### src/rtl/motor_drive_fault_latch_core_macros.svh
// Assertion macros shared by the fault latch RTL.
`ifndef MOTOR_DRIVE_FAULT_LATCH_CORE_MACROS_SVH
`define MOTOR_DRIVE_FAULT_LATCH_CORE_MACROS_SVH

`ifndef SYNTHESIS
// Checked on every clock edge, ignored while reset is asserted.
`define MDFL_ASSERT(lbl, prop, msg) \
  lbl: assert property (@(posedge clk_i) disable iff (!rst_ni) prop) else $error(msg);
// Checked on every clock edge, reset included.
`define MDFL_ASSERT_ALWAYS(lbl, prop, msg) \
  lbl: assert property (@(posedge clk_i) prop) else $error(msg);
`else
`define MDFL_ASSERT(lbl, prop, msg)
`define MDFL_ASSERT_ALWAYS(lbl, prop, msg)
`endif

`endif

### src/rtl/mdfl_pkg.sv
package mdfl_pkg;

  // Field widths.
  localparam int SAMPLE_BITS = 16;
  localparam int OC_TRIP_W   = 15;
  localparam int VBUS_W      = 16;
  localparam int MASK_W      = 7;
  localparam int CFG_DATA_W  = 16;
  localparam int CFG_IDX_W   = 2;

  // Compare width that holds a sample, a trip level and its negation.
  localparam int CMP_W = ((SAMPLE_BITS > OC_TRIP_W) ? SAMPLE_BITS : OC_TRIP_W) + 2;

  // Register reset values.
  localparam logic [OC_TRIP_W-1:0] OC_TRIP_RST = '1;
  localparam logic [VBUS_W-1:0]    OV_TRIP_RST = '1;
  localparam logic [VBUS_W-1:0]    UV_TRIP_RST = '0;

  // Fault mask bits.
  localparam logic [MASK_W-1:0] FAULT_OC     = 7'h01;
  localparam logic [MASK_W-1:0] FAULT_OV     = 7'h02;
  localparam logic [MASK_W-1:0] FAULT_UV     = 7'h04;
  localparam logic [MASK_W-1:0] FAULT_GATE   = 7'h10;
  localparam logic [MASK_W-1:0] FAULT_SENSOR = 7'h20;
  localparam int                FAULT_OC_BIT = 0;

  typedef enum logic [1:0] {
    OP_CHECK = 2'd0,
    OP_CLEAR = 2'd1,
    OP_LATCH = 2'd2
  } opcode_e;

  typedef enum logic [1:0] {
    PH_NONE = 2'd0,
    PH_U    = 2'd1,
    PH_V    = 2'd2,
    PH_W    = 2'd3
  } phase_e;

  typedef enum logic [CFG_IDX_W-1:0] {
    CFG_OC_TRIP = 2'd0,
    CFG_OV_TRIP = 2'd1,
    CFG_UV_TRIP = 2'd2
  } cfg_idx_e;

  typedef logic signed [SAMPLE_BITS-1:0] sample_t;
  typedef logic signed [CMP_W-1:0]       cmp_t;

  typedef struct packed {
    logic [OC_TRIP_W-1:0] oc_trip;
    logic [VBUS_W-1:0]    ov_trip;
    logic [VBUS_W-1:0]    uv_trip;
  } cfg_t;

  typedef struct packed {
    logic [1:0]        opcode;
    sample_t           current_u;
    sample_t           current_v;
    sample_t           current_w;
    logic [VBUS_W-1:0] bus_voltage;
    logic              driving;
    logic              running;
    logic              gate_fault;
    logic              sensor_lost;
    logic [MASK_W-1:0] external_bits;
  } item_t;

  typedef struct packed {
    logic [MASK_W-1:0] latched;
    sample_t           snap_u;
    sample_t           snap_v;
    sample_t           snap_w;
    phase_e            snap_phase;
  } fstate_t;

endpackage

### src/rtl/mdfl_cfg_regs.sv
module mdfl_cfg_regs import mdfl_pkg::*; (
  input  logic                  clk_i,
  input  logic                  rst_ni,
  input  logic                  cfg_we_i,
  input  logic [CFG_IDX_W-1:0]  cfg_idx_i,
  input  logic [CFG_DATA_W-1:0] cfg_wdata_i,
  output cfg_t                  cfg_o
);

  cfg_t cfg_d, cfg_q;

  // Decode the write; an index past the register list is dropped.
  always_comb begin
    cfg_d = cfg_q;
    if (cfg_we_i) begin
      case (cfg_idx_i)
        CFG_OC_TRIP: cfg_d.oc_trip = cfg_wdata_i[OC_TRIP_W-1:0];
        CFG_OV_TRIP: cfg_d.ov_trip = cfg_wdata_i[VBUS_W-1:0];
        CFG_UV_TRIP: cfg_d.uv_trip = cfg_wdata_i[VBUS_W-1:0];
        default:     cfg_d = cfg_q;
      endcase
    end
  end

  always_ff @(posedge clk_i or negedge rst_ni) begin
    if (!rst_ni) begin
      cfg_q.oc_trip <= OC_TRIP_RST;
      cfg_q.ov_trip <= OV_TRIP_RST;
      cfg_q.uv_trip <= UV_TRIP_RST;
    end else begin
      cfg_q <= cfg_d;
    end
  end

  assign cfg_o = cfg_q;

endmodule

### config.mk
export PLATFORM = sky130hd
export DESIGN_NAME = mdfl_cfg_regs
export DESIGN_NICKNAME = d
export VERILOG_FILES = /design/src/rtl/motor_drive_fault_latch_core_macros.svh /design/src/rtl/mdfl_pkg.sv /design/src/rtl/mdfl_cfg_regs.sv
export SDC_FILE = /design/constraint.sdc
export NUM_CORES = 1
export LEC_CHECK = 0
export ABC_AREA = 1
export BUFFER_PORTS_ARGS = -buffer_cell sky130_fd_sc_hd__clkbuf_2
export CAP_MARGIN = 10
export CORE_MARGIN = 2
export CORE_UTILIZATION = 44
export CTS_CLUSTER_DIAMETER = 80
export DETAILED_ROUTE_END_ITERATION = 8
export MAX_ROUTING_LAYER = met4
export PLACE_DENSITY = 0.83
export SLEW_MARGIN = 40
export SYNTH_ARGS = -nofsm -noshare
export SYNTH_HDL_FRONTEND = slang
export SYNTH_SLANG_ARGS = --single-unit
### constraint.sdc
create_clock -name clk_i -period 0.8 [get_ports clk_i]
set_input_delay 0.16 -clock clk_i [delete_from_list [all_inputs] [get_ports clk_i]]
set_output_delay 0.16 -clock clk_i [all_outputs]
set_load 0.005 [all_outputs]
Yosys cells after proc, flatten, opt, wreduce, memory -nomap -nowiden
Index checks and enable logic that the tools add are counted.
{"block": "word_totals", "reg_bits": 47, "in_bits": 21, "elab_cells": 9}
{"block": "classes", "n_eq_ne": 2, "reduce_logical": 4}
{"operator": "2-bit AND reduction", "count": 3}
{"operator": "2-bit by 1-bit == test with 1-bit output, second input constant", "count": 1}
{"operator": "2-bit == test, second input constant", "count": 1}
{"operator": "2-bit zero test", "count": 1}

Depth between registers and ports, before layout
{"block": "logic_depth", "word_depth": 2, "mapped_depth": 6, "depth_no_buf": 4}

Least setup slack after synthesis
Ideal clock, no wire load.
{"block": "synth_timing", "path_kind": "input port to flip-flop", "start": "input port cfg_idx_i[1]", "end": "register cfg_q, in the netlist cfg_o[21]", "arrival_time_ns": 0.824, "required_time_ns": 0.724, "setup_slack_ns": -0.100, "stages": 6, "cell_sequence": "buf_4 -> inv_2 -> nand3_2 -> buf_2 -> nand2_1 -> nand2_1"}
{"block": "synth_via", "elab_chain_len": 2}
{"element": "from (decl)", "line": "mdfl_cfg_regs.sv:5", "rtl": "input logic [CFG_IDX_W-1:0] cfg_idx_i,"}
{"element": "2-bit by 1-bit == test with 1-bit output", "line": "mdfl_cfg_regs.sv:16", "rtl": "case (cfg_idx_i)"}
{"element": "2-bit AND reduction (no source line)"}
{"element": "to (signal assigned)", "line": "mdfl_cfg_regs.sv:31", "rtl": "cfg_q <= cfg_d;"}
{"element": "to (decl)", "line": "mdfl_cfg_regs.sv:10", "rtl": "cfg_t cfg_d, cfg_q;"}
Every way passes these cells.
A chain may end at the register's enable or synchronous reset.

Final worst setup path
{"block": "layout_timing", "start": "register cfg_q, in the netlist cfg_o[21]", "end": "output port cfg_o[21] in the netlist's numbering"}
{"element": "to (decl)", "line": "mdfl_cfg_regs.sv:7", "rtl": "output cfg_t cfg_o"}
No word-level cell between the ends.

==> flow_metrics.tcl <==
set metrics [dict create \
    preCtsSetupSlack_ps -169.8 \
    rr_endpoint "cfg_o[24]" \
    power_density_nw_per_um2 2221 \
    p_comb_frac 0.234 \
    crit_buf_inv 1 \
    die_w_um 71.10 \
    slew_headroom 0.8051 \
    startpoint_type "register" \
    worstHoldStart "cfg_wdata_i[15]" \
    cp_cell_sequence "clkbuf_2" \
    cts-root-buf "clkbuf_8" \
    reg2reg_slack_ps -20 \
    cts.sinks 47 \
    antenna_found_initial 0 \
    final_net_count 319 \
    rows 24 \
    coreArea_um2 4354 \
    die_area_um2 5055 \
    min_path_type "in -> reg" \
    num_vias 1825 \
    cts_tree "done" \
    drv_slew 0 \
    path_class "reg -> out" \
    p_int_uw 4381 \
    finalHoldViolations 0 \
    cp.arrival_ps 970 \
    synth_top_area_frac 0.4112 \
    totalWireLength_um 5324 \
    crit_fanout 2 \
    grt_max_degree 48 \
    ant_nets 0 \
    crit_required_ps 640 \
    critPathCaptureType "output port" \
    fin_skew_ps 0 \
    port_buffers 67 \
    yosys_warnings 0 \
    critical_path.top_delay_family "flip-flops" \
    fp.dieH_um 71.10 \
    avgSynthCellArea_um2 9.477 \
    clk_pin_slew_ps 90 \
    antenna_cells 0 \
    synth_cell_types 13 \
    min_period_ps 1127 \
    stdcell_area_um2 2753 \
    grt_first_pass_wirelength_um 8500 \
    min_period_over_period 1.409 \
    area_growth_pct 38.98 \
    numCtsBuffers 5 \
    setup_ws_ps -327.2 \
    hpwl_um 3642 \
    place_area_um2 2467 \
    crit-reg2reg-launch "cfg_o[24]" \
    p_leak_uw 0.001460 \
    grt_pass1_vias 1748 \
    rsz0062_at_grt "yes" \
    yosysTopAreaCell "dfstp_2" \
    insertion_delay_ps 290 \
    netlist_area_um2 1981 \
    place.gp.congestion 0.8954 \
    synth.net_count 230 \
    yosys-top-cells-area "dfstp_2, dfrtp_1, nand2_1" \
    clkPwrFrac 0.249 \
    io_pins 68 \
    r2r_cells 3 \
    via_per_inst 5.199 \
    h-tree-depth 2 \
    netSwitchingFraction 0.2833 \
    grt_usage 0.2240 \
    ys_seq_area_frac 0.6134 \
    largest_reg_flops 47 \
    max_clock_freq_mhz 887.1 \
    worst_pin_slew_ps 292.4 \
    violations "setup timing" \
    drc_errors 0 \
    ys_ff_latch 47 \
    cpPeakStageDelay_ps 550 \
    p_seq_frac 0.518 \
    syn_inst 209 \
    final_layout_size_suffix_gt1_frac 0.4883 \
    whs_path_depth 3 \
    worstHoldEndpoint "cfg_o[31]" \
    drt-initial-drc-count 129 \
    wl_per_cell_um 15.17 \
    cap_viol_max_count 0 \
    peakVddDrop_uv 1441 \
    crit_path_top_delay_cell "dfstp_2" \
    clk_path_buf_depth 2 \
    power.switching_uw 1732 \
    dr.pass1.iters 4 \
    finalSetupViolations 51 \
    initial_core_util 0.4549 \
    outcome "finished, violations left" \
    globalRoute.totalOverflow 0 \
]
[power by group through the flow]
| stage | logic [uW] | registers [uW] | clock network, uW |
|---|---|---|---|
| 2_1_floorplan | 474 | 3200 | 0 |
| 3_3_place_gp | 1110 | 3190 | 0 |
| 3_5_place_dp | 1150 | 3190 | 0 |
| 4_1_cts | 1330 | 3140 | 1540 |
| 5_1_grt | 1580 | 3210 | 1650 |
| 6_report | 1430 | 3160 | 1520 |
[per-layer routing]
layer	share of wire	global-route usage
met5	0	-
met4	0.018	0.07966
met3	0.049	0.05271
met2	0.50	0.3458
met1	0.43	0.2910
[area by class of cell]
cell class | count | area [um^2]
sequential | 47 | 1215
clock buffer | 6 | 82.58
clock inverter | 2 | 16.27
fill | 359 | 1602
inverter | 2 | 15.01
tap | 52 | 65.06
multi-input combinational | 145 | 711.9
timing repair buffer | 97 | 646.9
[cell usage in the layout (no fill, tap or decap), types with 4 or more instances in the layout]
| cell | synthesis | routed |
|---|---|---|
| clkbuf_8 | 0 | 6 |
| buf_4 | 3 | 22 |
| nand2_2 | 0 | 4 |
| buf_6 | 1 | 9 |
| nand4_1 | 32 | 32 |
| nand2_1 | 95 | 89 |
| clkbuf_2 | 0 | 62 |
| dfrtp_1 | 16 | 16 |
| nand3_1 | 15 | 15 |
| dfstp_2 | 31 | 31 |
[metrics by stage]
step | utilization | hold slack (ps) | setup TNS (ps) | power [uW] | instances
3_3_place_gp | 0.5667 | 158.7 | -5281 | 4300 | 327
5_1_grt | 0.6322 | 78.85 | -13810 | 6444 | 351
4_1_cts | 0.6158 | 79.45 | -12350 | 6012 | 350
2_1_floorplan | - | -135.6 | 0 | 3675 | 209
6_report | 0.6322 | 77.87 | -12160 | 6113 | 351
3_5_place_dp | 0.5667 | 162.0 | -6443 | 4345 | 327
[tightest hold or removal path: cells and delay by family]
family	cells	cell delay, ps
and+or+nand+nor	2	130
buffers and inverters	1	90
[logic make-up after synthesis]
| logic type | count (synthesis) | synth area share |
|---|---|---|
| and+or+nand+nor | 145 | 0.3392 |
| buffers and inverters | 17 | 0.04737 |
| DFF | 47 | 0.6134 |
[Yosys cell counts (all sizes together)]
cell type	n
nand2	95
nand4	32
dfstp	31
nand3	17
dfrtp	16
buf	14
inv	2
clkbuf	1
nor2	1
[worst max-delay path by stage]
stage,startpoint,end,slack (ps),depth (start not counted)
after CTS,cfg_o[27],cfg_o[27],-340,1
after floorplan,cfg_idx_i[0],cfg_o[10],0.8,6
after global placement,cfg_idx_i[0],cfg_o[7],-130,5
final,cfg_o[21],cfg_o[21],-330,1
after global routing,cfg_o[21],cfg_o[21],-360,1
after detailed placement,cfg_idx_i[1],cfg_o[24],-170,5
[repair_timing]
item / in CTS / in global routing
pin swaps: 0 / 4
gates resized for setup: 0 / 17
hold buffers: 1 / 0
setup endpoints to repair: 47 / 53
setup buffers: 14 / 1
hold endpoints to repair: 16 / 0
Power figures use the tool's default switching activity.
