### config.mk
export PLATFORM = sky130hd
export DESIGN_NAME = mdfl_eval
export DESIGN_NICKNAME = d
export VERILOG_FILES = /design/src/rtl/motor_drive_fault_latch_core_macros.svh /design/src/rtl/mdfl_pkg.sv /design/src/rtl/mdfl_eval.sv
export SDC_FILE = /design/constraint.sdc
export NUM_CORES = 1
export LEC_CHECK = 0
export ABC_AREA = 1
export BUFFER_PORTS_ARGS = -buffer_cell sky130_fd_sc_hd__buf_2
export CAP_MARGIN = 25
export CORE_MARGIN = 2
export CORE_UTILIZATION = 40
export DETAILED_ROUTE_END_ITERATION = 7
export GPL_TIMING_DRIVEN = 0
export PLACE_DENSITY_LB_ADDON = 0.3
export SYNTH_ARGS = -nofsm -noshare
export SYNTH_HDL_FRONTEND = slang
export SYNTH_SLANG_ARGS = --single-unit
### constraint.sdc
create_clock -name vclk -period 6.68
set_input_delay 0.668 -clock vclk [all_inputs]
set_output_delay 0.668 -clock vclk [all_outputs]
set_load 0.01 [all_outputs]
### src/rtl/motor_drive_fault_latch_core_macros.svh
// Assertion macros shared by the fault latch RTL.
`ifndef MOTOR_DRIVE_FAULT_LATCH_CORE_MACROS_SVH
`define MOTOR_DRIVE_FAULT_LATCH_CORE_MACROS_SVH

`ifndef SYNTHESIS
// Checked on every clock edge, ignored while reset is asserted.
`define MDFL_ASSERT(lbl, prop, msg) \
  lbl: assert property (@(posedge clk_i) disable iff (!rst_ni) prop) else $error(msg);
// Checked on every clock edge, reset included.
`define MDFL_ASSERT_ALWAYS(lbl, prop, msg) \
  lbl: assert property (@(posedge clk_i) prop) else $error(msg);
`else
`define MDFL_ASSERT(lbl, prop, msg)
`define MDFL_ASSERT_ALWAYS(lbl, prop, msg)
`endif

`endif

### src/rtl/mdfl_pkg.sv
package mdfl_pkg;

  // Field widths.
  localparam int SAMPLE_BITS = 16;
  localparam int OC_TRIP_W   = 15;
  localparam int VBUS_W      = 16;
  localparam int MASK_W      = 7;
  localparam int CFG_DATA_W  = 16;
  localparam int CFG_IDX_W   = 2;

  // Compare width that holds a sample, a trip level and its negation.
  localparam int CMP_W = ((SAMPLE_BITS > OC_TRIP_W) ? SAMPLE_BITS : OC_TRIP_W) + 2;

  // Register reset values.
  localparam logic [OC_TRIP_W-1:0] OC_TRIP_RST = '1;
  localparam logic [VBUS_W-1:0]    OV_TRIP_RST = '1;
  localparam logic [VBUS_W-1:0]    UV_TRIP_RST = '0;

  // Fault mask bits.
  localparam logic [MASK_W-1:0] FAULT_OC     = 7'h01;
  localparam logic [MASK_W-1:0] FAULT_OV     = 7'h02;
  localparam logic [MASK_W-1:0] FAULT_UV     = 7'h04;
  localparam logic [MASK_W-1:0] FAULT_GATE   = 7'h10;
  localparam logic [MASK_W-1:0] FAULT_SENSOR = 7'h20;
  localparam int                FAULT_OC_BIT = 0;

  typedef enum logic [1:0] {
    OP_CHECK = 2'd0,
    OP_CLEAR = 2'd1,
    OP_LATCH = 2'd2
  } opcode_e;

  typedef enum logic [1:0] {
    PH_NONE = 2'd0,
    PH_U    = 2'd1,
    PH_V    = 2'd2,
    PH_W    = 2'd3
  } phase_e;

  typedef enum logic [CFG_IDX_W-1:0] {
    CFG_OC_TRIP = 2'd0,
    CFG_OV_TRIP = 2'd1,
    CFG_UV_TRIP = 2'd2
  } cfg_idx_e;

  typedef logic signed [SAMPLE_BITS-1:0] sample_t;
  typedef logic signed [CMP_W-1:0]       cmp_t;

  typedef struct packed {
    logic [OC_TRIP_W-1:0] oc_trip;
    logic [VBUS_W-1:0]    ov_trip;
    logic [VBUS_W-1:0]    uv_trip;
  } cfg_t;

  typedef struct packed {
    logic [1:0]        opcode;
    sample_t           current_u;
    sample_t           current_v;
    sample_t           current_w;
    logic [VBUS_W-1:0] bus_voltage;
    logic              driving;
    logic              running;
    logic              gate_fault;
    logic              sensor_lost;
    logic [MASK_W-1:0] external_bits;
  } item_t;

  typedef struct packed {
    logic [MASK_W-1:0] latched;
    sample_t           snap_u;
    sample_t           snap_v;
    sample_t           snap_w;
    phase_e            snap_phase;
  } fstate_t;

endpackage

### src/rtl/mdfl_eval.sv
module mdfl_eval import mdfl_pkg::*; (
  input  item_t   item_i,
  input  fstate_t state_i,
  input  cfg_t    cfg_i,
  output fstate_t state_o,
  output logic    raise_o
);

  // True when the current lies outside the symmetric trip window.
  function automatic logic breach(input sample_t cur, input cmp_t trip);
    cmp_t cur_x;
    cur_x = cmp_t'(cur);
    return (cur_x > trip) || (cur_x < -trip);
  endfunction

  cmp_t              trip_pos;
  logic              br_u, br_v, br_w;
  phase_e            phase;
  logic [MASK_W-1:0] check_bits;
  logic [MASK_W-1:0] merged;

  assign trip_pos = cmp_t'(cfg_i.oc_trip);
  assign br_u     = breach(item_i.current_u, trip_pos);
  assign br_v     = breach(item_i.current_v, trip_pos);
  assign br_w     = breach(item_i.current_w, trip_pos);

  // First breaching phase in U, V, W priority; none while not driving.
  always_comb begin
    if (!item_i.driving) begin
      phase = PH_NONE;
    end else if (br_u) begin
      phase = PH_U;
    end else if (br_v) begin
      phase = PH_V;
    end else if (br_w) begin
      phase = PH_W;
    end else begin
      phase = PH_NONE;
    end
  end

  // Conditions found by a check tick.
  always_comb begin
    check_bits = '0;
    if (phase != PH_NONE) check_bits |= FAULT_OC;
    if (item_i.bus_voltage > cfg_i.ov_trip) check_bits |= FAULT_OV;
    if (item_i.running && (item_i.bus_voltage < cfg_i.uv_trip)) check_bits |= FAULT_UV;
    if (item_i.gate_fault) check_bits |= FAULT_GATE;
    if (item_i.driving && item_i.sensor_lost) check_bits |= FAULT_SENSOR;
  end

  assign merged = state_i.latched | check_bits;

  // Next state and raise flag per opcode.
  always_comb begin
    state_o = state_i;
    raise_o = 1'b0;
    case (item_i.opcode)
      OP_CHECK: begin
        state_o.latched = merged;
        raise_o         = (merged != '0);
        // Snapshot only on the first overcurrent latch.
        if ((phase != PH_NONE) && !state_i.latched[FAULT_OC_BIT]) begin
          state_o.snap_u     = item_i.current_u;
          state_o.snap_v     = item_i.current_v;
          state_o.snap_w     = item_i.current_w;
          state_o.snap_phase = phase;
        end
      end
      OP_CLEAR: state_o.latched = '0;
      OP_LATCH: state_o.latched = state_i.latched | item_i.external_bits;
      default:  state_o = state_i;
    endcase
  end

endmodule

After elaboration in Yosys (flattened, before gate mapping)
Cells that the tools add are included.
- add/subtract/negate cells: 1
- order comparisons: 8
- equal/unequal tests: 2
- mux-type cells: 13
- bitwise operators: 2
- reductions and logical operators: 10
- operator list (cell ; count):
    50-bit two-way mux ; 2
    16-bit greater-than comparator ; 4
    16-bit by 18-bit less-than comparator with 1-bit output ; 3
    7-bit case mux with 3 select lines ; 1
    15-bit negation with 18-bit output ; 1
    16-bit less-than comparator ; 1
    7-bit OR ; 2
    2-bit two-way mux ; 5
    7-bit nonzero test ; 1
    6-bit two-way mux ; 1
    5-bit two-way mux ; 1
    1-bit logical AND ; 3
    1-bit logical OR ; 3
    3-bit two-way mux ; 1
    2-bit by 1-bit == test with 1-bit output, second input constant ; 1
    2-bit == test, second input constant ; 1
    2-bit zero test ; 1
    1-bit two-way mux ; 2
    2-bit nonzero test ; 1
    1-bit zero test ; 1
- register bits after elaboration: 0
- input port bits: 181
- output and inout bits: 58
- logic and storage cells: 36

Longest topological paths before layout
- word-level depth: 16
- gate-level depth with buffers: 31
- depth with buffers taken out: 29

Least setup slack after synthesis
No wires, ideal clock.
- kind: input to output
- start: in cfg_i[33] (netlist bit)
- end: out state_o[29] (netlist bit)
- arrival time: 3.636 ns
- data required time: 6.012 ns
- path slack: 2.376 ns
- stages on the path: 28
- path buffers: 2
- cell sequence: inv_1 ha_1 nand2_1 nor2_2 nand3_1 nor3_1 nand4_1 xor2_1 inv_1 ha_1 nand4_1 nor2_1 nand2_1 nor2_1 nand3_1 nand2_1 inv_2 nand3_1 nand2_1 nor2_1 nand3_1 nand2_2 nand2_4 nand2_2 buf_6 buf_6 nand2_2 nand2_1
- RTL lines (element ; RTL line ; source):
    from (decl) ; mdfl_eval.sv:4 ; input cfg_t cfg_i,
    to (decl) ; mdfl_eval.sv:5 ; output fstate_t state_o,

==> impl_table.tex <==
\begin{tabular}{lr}
\hline
Metric & Value \\
\hline
\multicolumn{2}{l}{\textbf{STA}} \\
Final-report setup violation count & 0 \\
Worst setup margin & 1.24 ns \\
Minimum period implied by the final worst setup slack & 5.44 ns \\
Slew Viols, Final & 0 \\
Setup repair after global routing missed its margin & false \\
Post-route fraction of the period consumed by the critical path & 81.5\% \\
Fmax & 184 MHz \\
Setup Total Neg Slack & 0 ns \\
Actual slew at the worst max-slew pin & 0.779 ns \\
Final Hold Vio Count & 0 \\
Worst slew margin relative to its limit & 47.9\% \\
Smallest hold slack & 1.61 ns \\
\multicolumn{2}{l}{\textbf{Critical path}} \\
First element of the critical path & cfg\_i[33] \\
CP Launch Type & input port \\
Critical path's slowest cell & sky130\_fd\_sc\_hd\_\_nor3\_1 \\
Crit path capture type & output pin \\
CP dominant cell by count & sky130\_fd\_sc\_hd\_\_nand2\_1 \\
Data arrival time of the worst path & 4.77 ns \\
Critical setup path kind & in2out \\
Worst Path Required & 6.01 ns \\
Delay contributed by the slowest stage of the critical path & 0.31 ns \\
CP Max Fanout & 10 \\
\multicolumn{2}{l}{\textbf{Drt}} \\
Antenna-violating nets left & 0 \\
Detailed-route vias per instance & 4.94 \\
Total met2 wirelength after detailed routing & 7.15 mm \\
Average routed wire per standard cell & 13.4 um \\
DR vias & 5563 \\
Topmost layer with routed signal wires & met4 \\
Iteration-0 DRC Markers & 189 \\
TritonRoute pass-1 iters & 4 \\
Remaining routing DRC violations & 0 \\
Routed length on met3 & 806 um \\
Detailed-routing wirelength on met1 & 6.89 mm \\
Detailed-route wire length & 15.1 mm \\
\multicolumn{2}{l}{\textbf{Power and ir drop}} \\
Total Power & 364 uW \\
Worst IR Drop VDD & 33.7 uV \\
Leakage power of the design & 3.64 nW \\
Power Dens Cells & 63.0 nW/um\^{}2 \\
\multicolumn{2}{l}{\textbf{Cells and area}} \\
Fin cells & 1125 \\
Layout Utilization & 53.6\% \\
Non-Filler Cell Area, Final & 5780 um\^{}2 \\
Share of post-route cells with drive strength above 1 & 29.1\% \\
Most used cells in the layout excluding fill and tap cells & 245 x sky130\_fd\_sc\_hd\_\_buf\_2, 211 x sky130\_fd\_sc\_hd\_\_nand2\_1, 122 x sky130\_fd\_sc\_hd\_\_ha\_1 \\
Seq cells & 0 \\
Antenna Diode Count & 0 \\
Area growth syn-to-layout & 31.1\% \\
Area taken by flip-flops and latches & 0 um\^{}2 \\
Post-layout nets & 1290 \\
Most common library cell in the layout ignoring fill and taps & sky130\_fd\_sc\_hd\_\_buf\_2 \\
Clock tree buffer count of the final layout & 0 \\
Count of filler cells inserted in the layout & 1174 \\
\multicolumn{2}{l}{\textbf{Hold path}} \\
Hold EP & state\_o[27] \\
Hold path cells & 4 \\
Source of the worst hold timing path & state\_i[27] \\
Type of the tightest min-delay check & in2out \\
\multicolumn{2}{l}{\textbf{Die}} \\
Floorplan core area & 10800 um\^{}2 \\
Full die area & 11900 um\^{}2 \\
Starting utilization of the core area & 40.9\% \\
Number of ports placed on the die boundary & 239 \\
Std cell rows & 38 \\
Chip Width & 109 um \\
Die height & 109 um \\
\multicolumn{2}{l}{\textbf{Synthesis}} \\
Area share of the largest cell type after synthesis & 34.6\% \\
Post-synthesis instance total & 746 \\
Sequential fraction of the synthesis area & 0\% \\
Biggest area consumer among synthesized cells & sky130\_fd\_sc\_hd\_\_ha\_1 \\
Mean post-synth cell area & 5.92 um\^{}2 \\
Synth top area cells & sky130\_fd\_sc\_hd\_\_ha\_1 35\%, sky130\_fd\_sc\_hd\_\_nand2\_1 18\%, sky130\_fd\_sc\_hd\_\_nand3\_1 9.3\%, sky130\_fd\_sc\_hd\_\_inv\_1 8.8\%, sky130\_fd\_sc\_hd\_\_a21oi\_1 5.8\% \\
Cell area after synthesis & 4410 um\^{}2 \\
Cell variety after synth & 33 \\
Syn. warnings & 0 \\
Synth Net Count & 1049 \\
\multicolumn{2}{l}{\textbf{Clock tree}} \\
CTS hold repair buffers & 0 \\
Post-CTS Setup Bufs & 0 \\
Post-cts sizing count & 0 \\
\multicolumn{2}{l}{\textbf{Place}} \\
Port bufs & 239 \\
Number of placed instances, taps included & 1125 \\
HPWL reported at the end of detailed placement & 13.6 mm \\
Pre-CTS setup slack & 1.30 ns \\
Final weighted congestion of routability-driven global placement & 0.865 \\
Placed cell areas & 5780 um\^{}2 \\
\multicolumn{2}{l}{\textbf{GRT}} \\
GRT Overall Usage & 24.9\% \\
Total congestion overflow & 0 \\
Number of antenna violations at the first check in global routing & 0 \\
Largest net degree at the start of global routing & 11 \\
Wire length of the first global-routing pass & 23.9 mm \\
Number of global-route vias before repair & 5248 \\
\multicolumn{2}{l}{\textbf{Outcome}} \\
Result of the run & complete, no violations \\
\multicolumn{2}{l}{\textbf{Job}} \\
Max Cap Viol & 0 \\
\hline
\end{tabular}
[worst max path at each step]
stage          depth (start not counted)  slack [ns]           to
2_1_floorplan                         28        2.38  state_o[29]
3_3_place_gp                          30        1.35  state_o[37]
3_5_place_dp                          30        1.30  state_o[37]
4_1_cts                               30        1.28  state_o[37]
5_1_grt                               30        0.86  state_o[37]
6_report                              30        1.24  state_o[37]
[critical path: cells and delay by family]
kind	cells	cell delay [ns]
simple gates	20	2.50
buf+inv	7	0.89
fa+ha+maj	2	0.53
xor+xnor	1	0.19
[layout make-up]
type,instances,area [um^2],share of cell area [%]
inverters,110,413,7.14
multi-input cells,621,3900,67.5
plain buffers,15,97.6,1.69
repair buffers,239,1200,20.7
well taps,140,175,3.03
[synth_stat cells, types with 2 or more instances]
library cell and count:
sky130_fd_sc_hd__a211oi_1 6, sky130_fd_sc_hd__a21oi_1 51, sky130_fd_sc_hd__a221oi_1 2, sky130_fd_sc_hd__buf_2 6, sky130_fd_sc_hd__buf_6 4, sky130_fd_sc_hd__clkbuf_1 4, sky130_fd_sc_hd__ha_1 122, sky130_fd_sc_hd__inv_1 104
sky130_fd_sc_hd__inv_2 6, sky130_fd_sc_hd__nand2_1 211, sky130_fd_sc_hd__nand2_2 18, sky130_fd_sc_hd__nand3_1 82, sky130_fd_sc_hd__nand3_2 2, sky130_fd_sc_hd__nand4_1 13, sky130_fd_sc_hd__nor2_1 42, sky130_fd_sc_hd__nor2_2 6
sky130_fd_sc_hd__nor2_4 2, sky130_fd_sc_hd__nor3_1 11, sky130_fd_sc_hd__nor4_1 2, sky130_fd_sc_hd__o2111ai_1 2, sky130_fd_sc_hd__o211ai_1 3, sky130_fd_sc_hd__o21a_1 2, sky130_fd_sc_hd__o21ai_0 18, sky130_fd_sc_hd__o21bai_1 5
sky130_fd_sc_hd__o221ai_1 2, sky130_fd_sc_hd__o31ai_1 2, sky130_fd_sc_hd__or2_2 2, sky130_fd_sc_hd__xor2_1 11
[power by group]
group          switching [mW]  internal (mW)  total (mW)  leakage, nW
Clock                       0              0           0            0
Combinational           0.211          0.153       0.364         3.64
Sequential                  0              0           0            0
[metal layers]
metal | global-route usage (%) | up-vias
li1 | - | 2978
met3 | 0.777 | 16
met5 | 0 | -
met2 | 47.0 | 171
met4 | 3.75 | 0
met1 | 31.9 | 2398
[kinds of logic (layout without fill, tap and decap cells)]
family,after synthesis,count (layout),share of synthesized area (%)
AOI/OAI and AO/OA,96,96,12.6
xor gates and xnor gates,11,11,2.18
adders and majority gates,122,122,34.6
buffers and inverters,125,364,11.6
and+or+nand+nor,392,392,39.1
(Power assumes the default switching activity.)
